File: config.mk
export PLATFORM = sky130hd
export DESIGN_NAME = iir_controller_with_saturation
export DESIGN_NICKNAME = d
export VERILOG_FILES = /design/src/rtl/iircs_pkg.sv /design/src/rtl/iircs_regs.sv /design/src/rtl/iircs_mul.sv /design/src/rtl/iircs_div.sv /design/src/rtl/iir_controller_with_saturation.sv
export VERILOG_INCLUDE_DIRS = /design/src /design/src/rtl
export SDC_FILE = /design/constraint.sdc
export NUM_CORES = 2
export LEC_CHECK = 0
export ABC_AREA = 1
export BUFFER_PORTS_ARGS = -buffer_cell sky130_fd_sc_hd__buf_4
export CORE_UTILIZATION = 50
export DETAILED_ROUTE_END_ITERATION = 7
export PLACE_DENSITY = 0.73
export SETUP_SLACK_MARGIN = 0.2
export SLEW_MARGIN = 25
export SYNTH_ARGS = -nofsm -noshare
export SYNTH_HDL_FRONTEND = slang
export SYNTH_SLANG_ARGS = --single-unit
File: constraint.sdc
create_clock -name clk -period 21.1 [get_ports clk]
set_input_delay 2.11 -clock clk [delete_from_list [all_inputs] [get_ports clk]]
set_output_delay 2.11 -clock clk [all_outputs]
set_load 0.03 [all_outputs]
File: src/rtl/iir_controller_with_saturation_defines.svh
// Assertion macros for the IIR controller with output limiting
`ifndef IIR_CONTROLLER_WITH_SATURATION_DEFINES_SVH
`define IIR_CONTROLLER_WITH_SATURATION_DEFINES_SVH

// same-cycle implication, disabled during reset
`define IIRCS_ASSERT_IMP(name, ante, cons, msg) \
  name: assert property (@(posedge clk) disable iff (!rst_n) (ante) |-> (cons)) \
    else $error(msg);

// next-cycle implication, disabled during reset
`define IIRCS_ASSERT_NXT(name, ante, cons, msg) \
  name: assert property (@(posedge clk) disable iff (!rst_n) (ante) |=> (cons)) \
    else $error(msg);

`endif

File: src/rtl/iircs_pkg.sv
// Package: constants, types and saturation helpers for the IIR controller
`default_nettype none

package iircs_pkg;

  localparam int unsigned ORDER     = 2;
  localparam int unsigned IDX_W     = 2;
  localparam int unsigned DIV_STEPS = 48;
  localparam int unsigned DCNT_W    = 6;

  typedef enum logic [2:0] {
    REG_GAIN  = 3'd0,
    REG_B0    = 3'd1,
    REG_B1    = 3'd2,
    REG_B2    = 3'd3,
    REG_A0    = 3'd4,
    REG_A1    = 3'd5,
    REG_A2    = 3'd6,
    REG_LIMIT = 3'd7
  } reg_idx_t;

  typedef struct packed {
    logic [31:0]       gain;
    logic [2:0][31:0]  coef_b;
    logic [30:0]       coef_a0;
    logic [2:1][31:0]  coef_a;
    logic [14:0]       lim;
  } cfg_t;

  typedef enum logic [3:0] {
    ST_IDLE,
    ST_GAIN,
    ST_TERM,
    ST_ACC,
    ST_FB,
    ST_SUB,
    ST_DIV,
    ST_DIVW,
    ST_FIN
  } state_t;

  localparam logic [31:0] SAT_MAX = 32'h7FFF_FFFF;
  localparam logic [31:0] SAT_MIN = 32'h8000_0000;

  // floor shift right by 16, then clamp to 32 bits
  function automatic logic [31:0] sat_sh16(input logic [63:0] p);
    logic [47:0] s;
    s = p[63:16];
    if (s[47:31] == {17{1'b0}} || s[47:31] == {17{1'b1}}) begin
      return s[31:0];
    end else if (s[47]) begin
      return SAT_MIN;
    end else begin
      return SAT_MAX;
    end
  endfunction

  // clamp a 33-bit sum to 32 bits
  function automatic logic [31:0] sat_sum(input logic [32:0] s);
    if (s[32] == s[31]) begin
      return s[31:0];
    end else if (s[32]) begin
      return SAT_MIN;
    end else begin
      return SAT_MAX;
    end
  endfunction

endpackage

`default_nettype wire

File: src/rtl/iircs_regs.sv
// Configuration register file: gain, coefficients and output limit
`default_nettype none

module iircs_regs (
  input  wire logic               clk,
  input  wire logic               rst_n,
  input  wire logic               wr_en,
  input  wire logic [2:0]         wr_idx,
  input  wire logic [31:0]        wr_data,
  output iircs_pkg::cfg_t         cfg
);
  import iircs_pkg::*;

  cfg_t cfg_r;

  always_ff @(posedge clk) begin
    if (!rst_n) begin
      cfg_r.gain      <= 32'h0001_0000;
      cfg_r.coef_b[0] <= 32'h0001_0000;
      cfg_r.coef_b[1] <= '0;
      cfg_r.coef_b[2] <= '0;
      cfg_r.coef_a0   <= 31'h0001_0000;
      cfg_r.coef_a[1] <= '0;
      cfg_r.coef_a[2] <= '0;
      cfg_r.lim       <= 15'd4096;
    end else if (wr_en) begin
      case (reg_idx_t'(wr_idx))
        REG_GAIN:  cfg_r.gain      <= wr_data;
        REG_B0:    cfg_r.coef_b[0] <= wr_data;
        REG_B1:    cfg_r.coef_b[1] <= wr_data;
        REG_B2:    cfg_r.coef_b[2] <= wr_data;
        REG_A0:    cfg_r.coef_a0   <= wr_data[30:0];
        REG_A1:    cfg_r.coef_a[1] <= wr_data;
        REG_A2:    cfg_r.coef_a[2] <= wr_data;
        REG_LIMIT: cfg_r.lim       <= wr_data[14:0];
        default: ;
      endcase
    end
  end

  assign cfg = cfg_r;

endmodule

`default_nettype wire

File: src/rtl/iircs_mul.sv
// Shared signed 32x32 multiplier with registered product and Q16 rescale
`default_nettype none

module iircs_mul (
  input  wire logic        clk,
  input  wire logic        en,
  input  wire logic [31:0] op_a,
  input  wire logic [31:0] op_b,
  output logic [31:0]      res
);
  import iircs_pkg::*;

  logic [63:0] prod_r;

  always_ff @(posedge clk) begin
    if (en) begin
      prod_r <= 64'($signed(op_a) * $signed(op_b));
    end
  end

  assign res = sat_sh16(prod_r);

endmodule

`default_nettype wire

File: src/rtl/iircs_div.sv
// Restoring divider, one quotient bit per cycle
`default_nettype none

module iircs_div (
  input  wire logic        clk,
  input  wire logic        rst_n,
  input  wire logic        start,
  input  wire logic [47:0] dividend,
  input  wire logic [30:0] divisor,
  output logic             done,
  output logic [47:0]      quotient
);
  import iircs_pkg::*;

  logic [47:0]       dvd_r, dvd_nxt;
  logic [30:0]       rem_r, rem_nxt;
  logic [30:0]       dsr_r;
  logic [DCNT_W-1:0] cnt_r;
  logic              busy_r;
  logic              done_r;
  logic [31:0]       trial;
  logic [31:0]       diff;
  logic              ge;

  always_comb begin
    trial   = {rem_r, dvd_r[47]};
    diff    = trial - {1'b0, dsr_r};
    ge      = trial >= {1'b0, dsr_r};
    rem_nxt = ge ? diff[30:0] : trial[30:0];
    dvd_nxt = {dvd_r[46:0], ge};
  end

  always_ff @(posedge clk) begin
    if (!rst_n) begin
      busy_r <= 1'b0;
      done_r <= 1'b0;
      cnt_r  <= '0;
    end else begin
      done_r <= 1'b0;
      if (start) begin
        busy_r <= 1'b1;
        cnt_r  <= '0;
      end else if (busy_r) begin
        cnt_r <= cnt_r + 1'b1;
        if (cnt_r == DCNT_W'(DIV_STEPS - 1)) begin
          busy_r <= 1'b0;
          done_r <= 1'b1;
        end
      end
    end
  end

  always_ff @(posedge clk) begin
    if (start) begin
      dvd_r <= dividend;
      rem_r <= '0;
      dsr_r <= divisor;
    end else if (busy_r) begin
      dvd_r <= dvd_nxt;
      rem_r <= rem_nxt;
    end
  end

  assign done     = done_r;
  assign quotient = dvd_r;

endmodule

`default_nettype wire

File: src/rtl/iir_controller_with_saturation.sv
// Top level: sequencer, histories and output limiting of the IIR controller
// Sequence: gain, term and accumulate states per feed-forward term, then
// feedback and subtract states per feedback term, the divider and ST_FIN.
// Throughput: a new item is accepted only in ST_IDLE, once the last one has
// passed the bit-serial 48-step divider and the single shared multiplier.
// Reset: synchronous active-low rst_n restores register defaults and zeroes
// both histories; in_tready is high as soon as reset is released.
`default_nettype none
`include "iir_controller_with_saturation_defines.svh"

module iir_controller_with_saturation (
  input  wire logic        clk,
  input  wire logic        rst_n,
  input  wire logic        in_tvalid,
  output logic             in_tready,
  input  wire logic [15:0] in_tdata,   // [15:0] error_in
  input  wire logic        in_tuser,   // [0] clear_hist
  output logic             out_tvalid,
  input  wire logic        out_tready,
  output logic [15:0]      out_tdata,  // [15:0] drive_out
  output logic             out_tuser,  // [0] clipped
  input  wire logic        cfg_valid,
  output logic             cfg_ready,
  input  wire logic [2:0]  cfg_index,
  input  wire logic [31:0] cfg_data
);
  import iircs_pkg::*;

  cfg_t              cfg;
  state_t            state_r, state_nxt;
  logic [IDX_W-1:0]  idx_r, idx_nxt;
  logic [31:0]       acc_r, acc_nxt;
  logic [15:0]       x0_r, x0_nxt;
  logic [15:0]       pe0_r, pe0_nxt, pe1_r, pe1_nxt;
  logic [31:0]       po0_r, po0_nxt, po1_r, po1_nxt;
  logic [31:0]       y_r, y_nxt;
  logic              neg_r, neg_nxt;
  logic              out_valid_r, out_valid_nxt;
  logic [15:0]       out_drive_r, out_drive_nxt;
  logic              out_clip_r, out_clip_nxt;

  logic              in_fire;
  logic              mul_en;
  logic [31:0]       mul_a, mul_b, mul_res;
  logic              div_start, div_done;
  logic [47:0]       div_quo;
  logic [31:0]       acc_mag;
  logic [30:0]       div_dsr;
  logic [15:0]       x_sel;
  logic [31:0]       lim32;
  logic signed [16:0] lim_s;

  assign in_fire   = in_tvalid && in_tready;
  assign in_tready = (state_r == ST_IDLE);
  assign cfg_ready = 1'b1;

  iircs_regs u_regs (
    .clk     (clk),
    .rst_n   (rst_n),
    .wr_en   (cfg_valid && cfg_ready),
    .wr_idx  (cfg_index),
    .wr_data (cfg_data),
    .cfg     (cfg)
  );

  iircs_mul u_mul (
    .clk  (clk),
    .en   (mul_en),
    .op_a (mul_a),
    .op_b (mul_b),
    .res  (mul_res)
  );

  assign acc_mag = acc_r[31] ? (32'd0 - acc_r) : acc_r;
  assign div_dsr = (cfg.coef_a0 == '0) ? 31'd1 : cfg.coef_a0;

  iircs_div u_div (
    .clk      (clk),
    .rst_n    (rst_n),
    .start    (div_start),
    .dividend ({acc_mag, 16'h0000}),
    .divisor  (div_dsr),
    .done     (div_done),
    .quotient (div_quo)
  );

  assign lim32 = {17'd0, cfg.lim};
  assign lim_s = {2'b00, cfg.lim};

  always_comb begin
    case (idx_r)
      2'd0:    x_sel = x0_r;
      2'd1:    x_sel = pe0_r;
      default: x_sel = pe1_r;
    endcase
  end

  always_ff @(posedge clk) begin
    if (!rst_n) begin
      state_r     <= ST_IDLE;
      idx_r       <= '0;
      pe0_r       <= '0;
      pe1_r       <= '0;
      po0_r       <= '0;
      po1_r       <= '0;
      out_valid_r <= 1'b0;
    end else begin
      state_r     <= state_nxt;
      idx_r       <= idx_nxt;
      pe0_r       <= pe0_nxt;
      pe1_r       <= pe1_nxt;
      po0_r       <= po0_nxt;
      po1_r       <= po1_nxt;
      out_valid_r <= out_valid_nxt;
    end
  end

  always_ff @(posedge clk) begin
    acc_r       <= acc_nxt;
    x0_r        <= x0_nxt;
    y_r         <= y_nxt;
    neg_r       <= neg_nxt;
    out_drive_r <= out_drive_nxt;
    out_clip_r  <= out_clip_nxt;
  end

  always_comb begin
    state_nxt     = state_r;
    idx_nxt       = idx_r;
    acc_nxt       = acc_r;
    x0_nxt        = x0_r;
    pe0_nxt       = pe0_r;
    pe1_nxt       = pe1_r;
    po0_nxt       = po0_r;
    po1_nxt       = po1_r;
    y_nxt         = y_r;
    neg_nxt       = neg_r;
    out_valid_nxt = out_valid_r && !out_tready;
    out_drive_nxt = out_drive_r;
    out_clip_nxt  = out_clip_r;
    mul_en        = 1'b0;
    mul_a         = cfg.gain;
    mul_b         = cfg.coef_b[0];
    div_start     = 1'b0;

    case (state_r)
      ST_IDLE: begin
        if (in_fire) begin
          x0_nxt  = in_tdata;
          acc_nxt = '0;
          idx_nxt = '0;
          if (in_tuser) begin
            pe0_nxt = '0;
            pe1_nxt = '0;
            po0_nxt = '0;
            po1_nxt = '0;
          end
          state_nxt = ST_GAIN;
        end
      end
      ST_GAIN: begin
        mul_en = 1'b1;
        mul_a  = cfg.gain;
        case (idx_r)
          2'd0:    mul_b = cfg.coef_b[0];
          2'd1:    mul_b = cfg.coef_b[1];
          default: mul_b = cfg.coef_b[2];
        endcase
        state_nxt = ST_TERM;
      end
      ST_TERM: begin
        mul_en    = 1'b1;
        mul_a     = mul_res;
        mul_b     = {{16{x_sel[15]}}, x_sel};
        state_nxt = ST_ACC;
      end
      ST_ACC: begin
        acc_nxt = sat_sum({acc_r[31], acc_r} + {mul_res[31], mul_res});
        if (idx_r == IDX_W'(ORDER)) begin
          idx_nxt   = IDX_W'(1);
          state_nxt = ST_FB;
        end else begin
          idx_nxt   = idx_r + 1'b1;
          state_nxt = ST_GAIN;
        end
      end
      ST_FB: begin
        mul_en = 1'b1;
        if (idx_r == IDX_W'(1)) begin
          mul_a = cfg.coef_a[1];
          mul_b = po0_r;
        end else begin
          mul_a = cfg.coef_a[2];
          mul_b = po1_r;
        end
        state_nxt = ST_SUB;
      end
      ST_SUB: begin
        acc_nxt = sat_sum({acc_r[31], acc_r} - {mul_res[31], mul_res});
        if (idx_r == IDX_W'(ORDER)) begin
          state_nxt = ST_DIV;
        end else begin
          idx_nxt   = idx_r + 1'b1;
          state_nxt = ST_FB;
        end
      end
      ST_DIV: begin
        div_start = 1'b1;
        neg_nxt   = acc_r[31];
        state_nxt = ST_DIVW;
      end
      ST_DIVW: begin
        if (div_done) begin
          if (!neg_r) begin
            y_nxt = (div_quo[47:31] != '0) ? SAT_MAX : div_quo[31:0];
          end else if (div_quo[47:32] != '0 || (div_quo[31] && div_quo[30:0] != '0)) begin
            y_nxt = SAT_MIN;
          end else begin
            y_nxt = 32'd0 - div_quo[31:0];
          end
          state_nxt = ST_FIN;
        end
      end
      ST_FIN: begin
        if (!out_valid_r || out_tready) begin
          out_valid_nxt = 1'b1;
          if ($signed(y_r) > $signed(lim32)) begin
            out_drive_nxt = {1'b0, cfg.lim};
            out_clip_nxt  = 1'b1;
          end else if ($signed(y_r) < -$signed(lim32)) begin
            out_drive_nxt = 16'd0 - {1'b0, cfg.lim};
            out_clip_nxt  = 1'b1;
          end else begin
            out_drive_nxt = y_r[15:0];
            out_clip_nxt  = 1'b0;
          end
          pe1_nxt   = pe0_r;
          pe0_nxt   = x0_r;
          po1_nxt   = po0_r;
          po0_nxt   = y_r;
          state_nxt = ST_IDLE;
        end
      end
      default: begin
        state_nxt = ST_IDLE;
      end
    endcase
  end

  assign out_tvalid = out_valid_r;
  assign out_tdata  = out_drive_r;
  assign out_tuser  = out_clip_r;

  `IIRCS_ASSERT_NXT(a_accept_starts, in_fire, state_r == ST_GAIN,
    "accepted item did not start the sequencer")
  `IIRCS_ASSERT_IMP(a_unclipped_in_range, out_valid_r && !out_clip_r,
    $signed(out_drive_r) <= lim_s && $signed(out_drive_r) >= -lim_s,
    "unclipped drive outside the limit")
  `IIRCS_ASSERT_IMP(a_clipped_at_limit, out_valid_r && out_clip_r,
    $signed(out_drive_r) == lim_s || $signed(out_drive_r) == -lim_s,
    "clipped drive not at the limit")
  `IIRCS_ASSERT_IMP(a_div_done_waiting, div_done, state_r == ST_DIVW,
    "divider finished outside its wait state")

endmodule

`default_nettype wire

==> qor.yml <==
status: "finished, final reports clean"
required_ns: 21.46
layout.nets: 9896
gp_congestion: 1.02
wl_um: 226000
synth_edf_count: 209
worstHoldStart: "u_regs.cfg[121]"
endpoint_kind: "flip-flop"
cts.reportedPaths.clkPinSlew_ns: 0.06
regArea_um2: 14200
grt_overflow: 0
fmax_mhz: 84.6
hpwl_um: 177000
grt_max_degree: 140
yosysMostFrequentCell: "nand2_1"
hp-class: "flip-flop to flip-flop"
drc: 0
cp_slowest_cell: "fa_1"
multi_input_area_um2: 47500
seq_area_frac_synth_pct: 20.5
wire_per_inst_um: 22.0
synthArstFlopShare_pct: 0
finalMaxSlewViolations: 0
grt_usage_pct: 32.3
synthesis.nets: 10089
rrSetupSlack_ns: 9.28
rows: 136
final_layout_size_suffix_gt1_share_pct: 5.21
synth_cell_types: 69
yosys.area.top_type: "fa_1"
maxCapViolCount: 0
cts-htree-levels: 2
tritoncts: "yes"
drt-pass1-iter-count: 6
hold_ws_ns: 0.453
grt_pass1_wl_um: 347000
post-route-min-period_ns: 11.82
die_x_um: 374
r2r-end: "u_mul.prod_r[63]"
critical_path.max_stage_delay_ns: 0.94
layout_setup_ws_ns: 9.28
min_delay_worst_endpoint: "u_regs.cfg[121]"
cp.arrival_ns: 12.18
relSlewSlack_pct: 25.4
grt_pass1_vias: 58682
finClkSkew_ns: 0.105
worst-r2r-cell-count: 32
grt_antenna_before_repair: 3
viasPerCell: 5.73
numCtsBuffers: 60
post_cts_resized: 0
synth.cell_area_um2: 69100
synth_ff_type: "dfxtp_1"
worstPathMaxFanout: 17
cts_setup_buffers: 0
vias: 58868
cts_max_path_buffers: 3
synth.area.top_cells: "fa_1, dfxtp_1, edfxtp_1, nand2_1, inv_1"
ir_drop_v: 0.0000765
clk_latency_ns: 0.70
cp-startpoint: "state_r[0]"
synth_top_area_share_pct: 31.4
synth_seq_cells: 605
rsz0062_at_grt: "no"
p_leak_nw: 34.0
cts.sinks: 605
initial_core_util_pct: 50.3
post-route-util_pct: 53.2
syn2layout_area_growth_pct: 5.56
drt_iter0_markers: 6516
root_buffer: "clkbuf_16"
fillCellCount: 12748
hold_depth: 2
tightest_slew_ns: 1.11
power_density_nw_per_um2: 92.4
cp_common_cell: "fa_1"
start_kind: "flip-flop"
period_share_pct: 56.0
port_buffers: 75
yosysWarningCount: 0
die_area_um2: 140000
ctsHoldBuffers: 0
io_pins: 77
fp.dieH_um: 374
syn_inst: 8617
tns_ns: 0
coreArea_um2: 137000
yosys-top-cells-count: "nand2_1, inv_1, nor2_1"
ant_nets: 0
critPathKind: "flip-flop to flip-flop"
setup_viol: 0
r2r-start: "state_r[0]"
final-hold-violation-count: 0
avgSynthCellArea_um2: 8.02
post-place-ws_ns: 9.54
-- registers in the layout, indices dropped and copies added (netlist names) --
signal          count
acc_r              32
idx_r               2
neg_r               1
out_tdata          16
out_tuser           1
out_tvalid          1
pe0_r              16
pe1_r              16
po0_r              32
po1_r              32
state_r             4
u_div.busy_r        1
u_div.cnt_r         6
u_div.done          1
u_div.dsr_r        31
u_div.quotient     48
u_div.rem_r        31
u_mul.prod_r       48
u_regs.cfg        238
x0_r               16
y_r                32
-- logic make-up after synthesis --
| group | share of synthesized area [%] |
|---|---|
| other cells | 0.00542 |
| xor+xnor | 2.08 |
| simple gates | 18.6 |
| buf+inv | 11.0 |
| compound gates | 10.5 |
| flops | 20.5 |
| fa+ha+maj | 37.4 |
-- routing by layer --
layer / wire (um) / global-route usage, %
met1: 88500 / 43.8
met2: 99900 / 49.4
met3: 25600 / 7.41
met4: 11500 / 14.1
met5: 21 / 0
-- worst max path at each step --
stage,endpoint,slack [ns],cells past startpoint
floorplan,u_mul.prod_r[63],12.35,36
global placement,u_mul.prod_r[63],9.66,32
detailed placement,u_mul.prod_r[63],9.54,32
CTS,u_mul.prod_r[63],9.44,32
global route,u_mul.prod_r[63],8.60,32
finish,u_mul.prod_r[63],9.28,32
-- stage by stage --
| stage | instances | power [W] | instance area [um^2] |
|---|---|---|---|
| detailed placement | 10156 | 0.00558 | 70900 |
| global placement | 10156 | 0.00555 | 70900 |
| finish | 10274 | 0.00675 | 73000 |
| floorplan | 8617 | 0.00420 | 69100 |
| CTS | 10270 | 0.00671 | 73000 |
| global route | 10270 | 0.00720 | 73000 |
-- critical path: cells and delay by family, from the launching register on --
kind                       cells  cell delay (ns)
adders and majority gates      9             4.83
and+or+nand+nor                9             2.03
AOI/OAI and AO/OA              5             1.83
buffers and inverters          9             2.36
DFF                            1             0.43
-- final cells by class --
cell class | instances | share of cell area [%]
antenna | 4 | 0.0137
timing repair buffer | 174 | 1.79
sequential | 605 | 19.5
tap | 1794 | 3.08
clock inverter | 28 | 0.362
clock buffer | 86 | 2.45
inverter | 1502 | 7.73
multi-input combinational | 6081 | 65.1
-- where the power goes --
| part | leakage [nW] | switching [W] | internal, W |
|---|---|---|---|
| clock network | 1.01 | 0.000502 | 0.000609 |
| logic | 27.8 | 0.00286 | 0.00134 |
| registers | 5.20 | 0.0000686 | 0.00137 |
| total | 34.0 | 0.00343 | 0.00332 |
-- placed cells by master (no fill, tap or decap), types with 10 or more instances in the layout --
cell,count
a211oi_1,10
or2_2,13
nand2_1,1476
o211ai_1,26
o21ai_2,22
nor2_2,17
nor2_1,1335
fa_1,1084
clkbuf_1,13
nor4_1,24
clkbuf_16,65
o31ai_1,39
xor2_1,128
a22o_1,17
nand4_1,40
edfxtp_1,209
nand3_1,187
o21ai_1,43
inv_2,38
o21a_1,16
o21ai_0,522
buf_4,173
inv_1,1447
ha_1,330
nand2_2,25
xnor2_1,36
o22ai_1,39
a21oi_2,12
a31oi_1,22
clkinv_2,15
a21o_1,18
nor3_1,60
clkinv_1,16
o21bai_1,14
dfxtp_1,396
a21oi_1,422
No activity file was read; power rests on OpenSTA's default activity.
